[config.mk]
export PLATFORM = sky130hd
export DESIGN_NAME = alarm_clock_encoder_set
export DESIGN_NICKNAME = d
export VERILOG_FILES = /design/src/design/alc_pkg.sv /design/src/design/alc_update.sv /design/src/design/alarm_clock_encoder_set.sv
export SDC_FILE = /design/constraint.sdc
export NUM_CORES = 1
export LEC_CHECK = 0
export BUFFER_PORTS_ARGS = -buffer_cell sky130_fd_sc_hd__buf_2
export CAP_MARGIN = 25
export CORE_MARGIN = 2
export CORE_UTILIZATION = 60
export CTS_BUF_LIST = sky130_fd_sc_hd__clkbuf_4 sky130_fd_sc_hd__clkbuf_8
export CTS_CLUSTER_SIZE = 16
export DETAILED_ROUTE_END_ITERATION = 10
export PLACE_DENSITY = 0.82
export SKIP_LAST_GASP = 1
export SYNTH_ARGS = -nofsm -noshare
export SYNTH_HDL_FRONTEND = slang
export SYNTH_SLANG_ARGS = --single-unit
[constraint.sdc]
create_clock -name clk_i -period 6.5 [get_ports clk_i]
set_input_delay 0.65 -clock clk_i [delete_from_list [all_inputs] [get_ports clk_i]]
set_output_delay 0.65 -clock clk_i [all_outputs]
set_load 0.05 [all_outputs]
[src/design/alc_pkg.sv]
`timescale 1ns / 1ps
`default_nettype none

package alc_pkg;

  localparam int unsigned HourW = 5;
  localparam int unsigned MinW  = 6;
  localparam int unsigned ReqW  = 3;
  localparam int unsigned ModeW = 3;

  localparam logic [MinW-1:0] HoursPerDay    = MinW'(24);
  localparam logic [MinW-1:0] MinutesPerHour = MinW'(60);
  localparam logic [HourW-1:0] HourReset     = HourW'(12);

  typedef enum logic [ReqW-1:0] {
    REQ_TICK   = 3'd0,
    REQ_ENC    = 3'd1,
    REQ_SELECT = 3'd2,
    REQ_UP     = 3'd3,
    REQ_DOWN   = 3'd4
  } req_e;

  typedef enum logic [ModeW-1:0] {
    MODE_RUN       = 3'd0,
    MODE_HOUR      = 3'd1,
    MODE_MINUTE    = 3'd2,
    MODE_WAKE_HOUR = 3'd3,
    MODE_WAKE_MIN  = 3'd4
  } mode_e;

  typedef enum logic [1:0] {
    DIR_NONE = 2'd0,
    DIR_UP   = 2'd1,
    DIR_DOWN = 2'd2
  } dir_e;

  typedef struct packed {
    logic [HourW-1:0] hour;
    logic [MinW-1:0]  minute;
    logic [HourW-1:0] wake_hour;
    logic [MinW-1:0]  wake_minute;
    mode_e            mode;
    logic             alarm;
    logic             led;
    logic [1:0]       prev_code;
  } clk_state_t;

  // quadrature decode, index is {old a, old b, new a, new b}
  function automatic dir_e quad_dir(input logic [3:0] idx);
    dir_e d;
    unique case (idx)
      4'd1, 4'd7, 4'd8, 4'd14:  d = DIR_DOWN;
      4'd2, 4'd4, 4'd11, 4'd13: d = DIR_UP;
      default:                  d = DIR_NONE;
    endcase
    return d;
  endfunction

  // step up wraps to zero, step down clamps at zero
  function automatic logic [MinW-1:0] bump(input logic [MinW-1:0] v, input dir_e d,
                                          input logic [MinW-1:0] limit);
    logic [MinW:0]   inc;
    logic [MinW-1:0] r;
    inc = {1'b0, v} + (MinW+1)'(1);
    r   = v;
    case (d)
      DIR_UP:   r = (inc >= {1'b0, limit}) ? '0 : inc[MinW-1:0];
      DIR_DOWN: begin
        if (v >= limit) r = '0;
        else if (v != '0) r = v - MinW'(1);
      end
      default:  r = v;
    endcase
    return r;
  endfunction

endpackage

`default_nettype wire

[src/design/alc_update.sv]
`timescale 1ns / 1ps
`default_nettype none

module alc_update import alc_pkg::*; (
  input  clk_state_t       cur_i,
  input  logic [ReqW-1:0]  req_i,
  input  logic             enc_a_i,
  input  logic             enc_b_i,
  output clk_state_t       nxt_o
);

  logic [1:0]      code;
  dir_e            enc_dir;
  dir_e            dir;
  logic [MinW:0]   min_inc;
  logic [MinW:0]   hour_inc;
  logic [MinW-1:0] tick_min;
  logic [MinW-1:0] tick_hour;
  logic            adj_en;
  logic [MinW-1:0] adj_val;
  logic [MinW-1:0] adj_res;
  logic [MinW-1:0] adj_lim;

  assign code    = {enc_a_i, enc_b_i};
  assign enc_dir = quad_dir({cur_i.prev_code, code});

  // minute tick with carry into the hour
  always_comb begin
    min_inc  = {1'b0, cur_i.minute} + (MinW+1)'(1);
    hour_inc = {2'b00, cur_i.hour};
    tick_min = min_inc[MinW-1:0];
    if (min_inc >= {1'b0, MinutesPerHour}) begin
      tick_min = '0;
      hour_inc = {2'b00, cur_i.hour} + (MinW+1)'(1);
    end
    tick_hour = (hour_inc >= {1'b0, HoursPerDay}) ? '0 : hour_inc[MinW-1:0];
  end

  // field chosen by the set mode
  always_comb begin
    adj_en  = 1'b1;
    adj_val = '0;
    adj_lim = MinutesPerHour;
    unique case (cur_i.mode)
      MODE_HOUR: begin
        adj_val = {1'b0, cur_i.hour};
        adj_lim = HoursPerDay;
      end
      MODE_MINUTE:    adj_val = cur_i.minute;
      MODE_WAKE_HOUR: begin
        adj_val = {1'b0, cur_i.wake_hour};
        adj_lim = HoursPerDay;
      end
      MODE_WAKE_MIN:  adj_val = cur_i.wake_minute;
      default:        adj_en  = 1'b0;
    endcase
  end

  always_comb begin
    case (req_i)
      REQ_ENC:  dir = enc_dir;
      REQ_UP:   dir = DIR_UP;
      REQ_DOWN: dir = DIR_DOWN;
      default:  dir = DIR_NONE;
    endcase
  end

  assign adj_res = bump(adj_val, dir, adj_lim);

  always_comb begin
    nxt_o = cur_i;
    unique case (req_i)
      REQ_TICK: begin
        nxt_o.minute = tick_min;
        nxt_o.hour   = tick_hour[HourW-1:0];
        if (cur_i.mode == MODE_RUN && tick_hour[HourW-1:0] == cur_i.wake_hour
            && tick_min == cur_i.wake_minute) begin
          nxt_o.alarm = 1'b1;
        end
      end
      REQ_SELECT: begin
        if (cur_i.alarm) begin
          nxt_o.alarm = 1'b0;
        end else begin
          nxt_o.mode = (cur_i.mode >= MODE_WAKE_MIN) ? MODE_RUN
                                                      : mode_e'(cur_i.mode + ModeW'(1));
          nxt_o.led  = ~cur_i.led;
        end
      end
      default: ;
    endcase
    if (req_i == REQ_ENC) nxt_o.prev_code = code;
    if (adj_en && (req_i == REQ_ENC || req_i == REQ_UP || req_i == REQ_DOWN)) begin
      unique case (cur_i.mode)
        MODE_HOUR:      nxt_o.hour        = adj_res[HourW-1:0];
        MODE_MINUTE:    nxt_o.minute      = adj_res;
        MODE_WAKE_HOUR: nxt_o.wake_hour   = adj_res[HourW-1:0];
        default:        nxt_o.wake_minute = adj_res;
      endcase
    end
  end

endmodule

`default_nettype wire

[src/design/alarm_clock_encoder_set.sv]
// a request passes the input register, then the state/result register, before its result is valid
// throughput: one request per cycle while out_ready_i stays high
// the state register feeding the update logic is the only datapath loop
// reset: asynchronous active low; time 12:00, alarm 00:00, run mode, alarm and led off,
// encoder code 00, both pipeline stages empty
`timescale 1ns / 1ps
`default_nettype none

module alarm_clock_encoder_set import alc_pkg::*; (
  input  wire logic              clk_i,
  input  wire logic              rst_ni,
  // request channel
  input  wire logic              in_valid_i,
  output logic                   in_ready_o,
  input  wire logic [ReqW-1:0]   req_type_i,
  input  wire logic              enc_a_i,
  input  wire logic              enc_b_i,
  // result channel
  output logic                   out_valid_o,
  input  wire logic              out_ready_i,
  output logic [HourW-1:0]       hour_now_o,
  output logic [MinW-1:0]        minute_now_o,
  output logic [HourW-1:0]       wake_hour_o,
  output logic [MinW-1:0]        wake_minute_o,
  output logic [ModeW-1:0]       set_mode_o,
  output logic                   alarm_active_o,
  output logic                   mode_led_o
);

  // input register
  logic            in_valid_q;
  logic [ReqW-1:0] req_q;
  logic            enc_a_q;
  logic            enc_b_q;

  // clock state doubles as the result register: it only moves when a result is loaded
  clk_state_t      state_q;
  clk_state_t      state_d;
  logic            out_valid_q;

  logic            out_free;
  logic            advance;

  // result slot can take a new value if empty or being drained this cycle
  assign out_free   = ~out_valid_q | out_ready_i;
  assign advance    = in_valid_q & out_free;
  assign in_ready_o = ~in_valid_q | out_free;

  always_ff @(posedge clk_i or negedge rst_ni) begin
    if (!rst_ni) begin
      in_valid_q <= 1'b0;
    end else if (in_ready_o) begin
      in_valid_q <= in_valid_i;
    end
  end

  // payload needs no reset
  always_ff @(posedge clk_i) begin
    if (in_ready_o && in_valid_i) begin
      req_q   <= req_type_i;
      enc_a_q <= enc_a_i;
      enc_b_q <= enc_b_i;
    end
  end

  // next clock state for the request held in the input register
  alc_update u_update (
    .cur_i   (state_q),
    .req_i   (req_q),
    .enc_a_i (enc_a_q),
    .enc_b_i (enc_b_q),
    .nxt_o   (state_d)
  );

  always_ff @(posedge clk_i or negedge rst_ni) begin
    if (!rst_ni) begin
      state_q.hour        <= HourReset;
      state_q.minute      <= '0;
      state_q.wake_hour   <= '0;
      state_q.wake_minute <= '0;
      state_q.mode        <= MODE_RUN;
      state_q.alarm       <= 1'b0;
      state_q.led         <= 1'b0;
      state_q.prev_code   <= '0;
      out_valid_q         <= 1'b0;
    end else begin
      if (advance) begin
        state_q <= state_d;
      end
      if (out_free) begin
        out_valid_q <= in_valid_q;
      end
    end
  end

  assign out_valid_o    = out_valid_q;
  assign hour_now_o     = state_q.hour;
  assign minute_now_o   = state_q.minute;
  assign wake_hour_o    = state_q.wake_hour;
  assign wake_minute_o  = state_q.wake_minute;
  assign set_mode_o     = state_q.mode;
  assign alarm_active_o = state_q.alarm;
  assign mode_led_o     = state_q.led;

  // the clock state only changes when a request is retired into the result slot
  a_state_hold: assert property (@(posedge clk_i) disable iff (!rst_ni)
    !advance |=> $stable(state_q))
    else $error("clock state changed without a retired request");

  // the alarm is only raised by a minute tick in run mode
  a_alarm_raise: assert property (@(posedge clk_i) disable iff (!rst_ni)
    $rose(state_q.alarm) |-> $past(advance) && $past(req_q) == REQ_TICK
                             && $past(state_q.mode) == MODE_RUN)
    else $error("alarm raised by something other than a run mode tick");

  // every mode step toggles the led
  a_led_follows_mode: assert property (@(posedge clk_i) disable iff (!rst_ni)
    state_q.mode != $past(state_q.mode) |-> state_q.led != $past(state_q.led))
    else $error("mode stepped without led toggle");

  // a result is only pending after a retired request
  a_out_source: assert property (@(posedge clk_i) disable iff (!rst_ni)
    $rose(out_valid_q) |-> $past(advance))
    else $error("result valid without a retired request");

endmodule

`default_nettype wire

==> reports/summary.txt <==
Die X = 76.08 um
Crit. End Element = flip-flop
#FFs+latches synth = 36
die height = 76.08 um
CP required = 6.62 ns
endpoints failing hold = 0
CP max FO = 8
TritonCTS Sinks = 36
total CTS buffers = 5
Area Overhead vs Synth = 4.055%
Remaining Overflow, GRT = 0
worst-path cell chain = inv_1, ha_1, nor2b_1, a22o_1, o21ai_0, inv_1, ha_1, inv_1, or4_4, a221oi_2, nor2b_1, o311ai_1, o21ai_0
max cap viols = 0
htree depth = 2
Post-Syn Nets = 396
pwr dens = 562.2 nW/um^2
initial DRC count = 376
DR vias = 2,848
yosys warns = 0
Total GRT Usage = 0.2673
Initial Util = 0.6142
die area = 5787 um^2
DP HPWL = 5856 um
Slew @ Worst Pin = 0.8233 ns
Seq/Total Area, Yosys = 0.2979
relative slew slack = 0.4424
Yosys top cell area share = 0.2328
Final nets = 401
clk_skew = 0.01101 ns
Critical Path AT = 4.41 ns
Worst path max stage delay = 0.74 ns
Syn Inst Count = 372
RSZ-0062 raised after global routing = no
Unique masters post-synth = 64
final setup vio count = 0
DR vias/cell = 6.357
post-layout minimum cycle time = 4.289 ns
VDD IR max = 0.2959 mV
Slew Limit Fails = 0
Residual DRC = 0
clk root buf = clkbuf_8
Setup crit start = set_mode_o[1]
area leader, netlist = dfrtp_1
layout cell share with drive strength beyond 1 = 0.1720
CP dominant cell by count = inv_1
worst hold slack = 0.4046 ns
post-synthesis cell area = 3117 um^2
CP top delay family = compound AO/OA/AOI/OAI gates
largest net degree at the start of global routing = 32
Crit Path Class = reg -> reg
Placeable Area = 5075 um^2
Filler cells = 452
CTS clk-pin slew, worst paths = 0.08 ns
setup TNS = 0 ns
cell leakage power = 1.404 nW
Syn Area/Cell = 8.378 um^2
fmax = 233.2 MHz
Synth area leaders = dfrtp_1 (23%), buf_4 (6.3%), ha_1 (6.0%)
routed wire length per instance = 16.86 um
post-CTS setup buffers = 0
CP max stage cell = o311ai_1
worst hold path type = in -> async
outcome = complete, no violations
Detail Route Antenna Nets = 0
Reg-to-Reg Start = set_mode_o[1]
vias in the first global route = 2,613
EDFF count, synth = 5
clk buf depth = 2
Buf/Inv on CP = 3
drt first pass iters = 5
dominant synthesized flop cell = dfrtp_1
initial antenna violation count = 0
post-route clock period utilization = 0.6598
row count = 26
diode count = 0
Async SR Flop Fraction = 0.8611
CTS tree = built
Clock Latency Late Sink = 0.29 ns
total I/O pin count = 38
# hold bufs at CTS = 0
post-CTS sizing = 0
RePlAce Congestion = 0.9912
first-pass GRT wire length = 12,640 um
critical path startpoint category = flip-flop
I/O Buffers = 37
final WL = 7554 um
[Yosys cell counts (3+ instances only)]
cell type / instances
a211o_1: 3
a21o_1: 5
a21oi_1: 16
a221oi_1: 6
a22o_1: 5
a22oi_1: 4
a31oi_1: 4
and2_1: 7
and3_1: 4
buf_4: 26
clkbuf_1: 10
dfrtp_1: 29
edfxtp_1: 5
ha_1: 15
inv_1: 16
mux2_2: 7
nand2_1: 39
nand2b_1: 8
nand3_1: 7
nand4_1: 5
nor2_1: 32
nor2b_1: 7
nor3_1: 6
nor3b_1: 3
o21a_1: 6
o21ai_0: 27
o22ai_1: 3
o31ai_1: 4
or3_1: 4
xnor2_1: 8
xor2_1: 8
[final timing paths]
kind / to / slack, ns / cells past startpoint
max reg2reg: wake_hour_o[0] / 2.21 / 13
min: set_mode_o[1] / 0.40 / 1
min in group clk_i: mode_led_o / 0.47 / 1
max in group asynchronous: wake_hour_o[0] / 5.63 / 1
max: wake_hour_o[0] / 2.21 / 13
min reg2reg: mode_led_o / 0.47 / 1
[worst reg2reg max path: cells and delay by family (launching register included)]
family                     cells  cell delay, ns
AOI/OAI and AO/OA              5            1.65
adders and majority gates      2            0.49
and+or+nand+nor                3            1.17
buffers and inverters          3            0.37
DFF                            1            0.45
[cell usage in the layout, fill, tap and decap left out, drive strengths merged, types with 3 or more instances in the layout]
cell type / n
buf: 38
o21ai: 27
o21a: 6
nand2b: 8
nor2: 32
o22ai: 3
edfxtp: 5
o31ai: 4
clkbuf: 6
nand2: 39
a211o: 3
a21oi: 17
ha: 15
nor2b: 7
a31oi: 4
nand4: 5
and3: 4
a22oi: 6
nand3: 7
mux2: 7
or3: 4
inv: 17
nor3: 6
a221oi: 7
a21o: 5
dfrtp: 29
xor2: 8
xnor2: 8
nor3b: 3
a22o: 5
and2: 7
[through the flow]
| step | std cells | instance area, um^2 | utilization | worst slack (ns) | total power [mW] |
|---|---|---|---|---|---|
| after detailed placement | 440 | 3132 | 0.6171 | 2.351 | 1.609 |
| after global routing | 448 | 3243 | 0.6391 | 1.961 | 1.958 |
| after CTS | 448 | 3243 | 0.6391 | 2.307 | 1.809 |
| after global placement | 440 | 3132 | 0.6171 | 2.544 | 1.584 |
| after floorplan | 372 | 3117 | - | 2.902 | 1.443 |
| final | 448 | 3243 | 0.6391 | 2.211 | 1.823 |
[metal layers]
layer | wire length (um) | GRT usage | vias to the layer above
li1 | - | - | 1341
met1 | 3184 | 0.3343 | 1347
met2 | 3620 | 0.4527 | 126
met3 | 426 | 0.03791 | 34
met4 | 322 | 0.1345 | 0
met5 | 0 | 0 | -
[cells by family after synthesis]
group	synth area share
fa+ha+maj	0.06022
xor+xnor	0.04496
flops	0.2979
mux	0.02850
simple gates	0.2100
compound gates	0.2529
buf+inv	0.1056
[state kept, by name, indices dropped and copies added, names as in the netlist]
signal          count
minute_now_o        6
wake_minute_o       6
hour_now_o          5
wake_hour_o         5
req_q               3
set_mode_o          3
state_q             2
alarm_active_o      1
enc_a_q             1
enc_b_q             1
in_valid_q          1
mode_led_o          1
out_valid_o         1
[cell type report]
cell class	count	area, um^2	area share
clock buffer	6	76.32	0.02353
clock inverter	2	35.03	0.01080
inverter	17	63.81	0.01968
multi-input combinational	279	1859	0.5733
sequential	36	928.4	0.2863
tap	70	87.58	0.02701
timing repair buffer	38	192.7	0.05941
[power by group]
part           leakage, nW  switching [mW]  total (mW)  internal, mW
clock network       0.0586          0.0787       0.197         0.118
registers            0.435           0.156       0.459         0.303
logic                0.910           0.773        1.17         0.394
No activity file was read; power rests on OpenSTA's default activity.
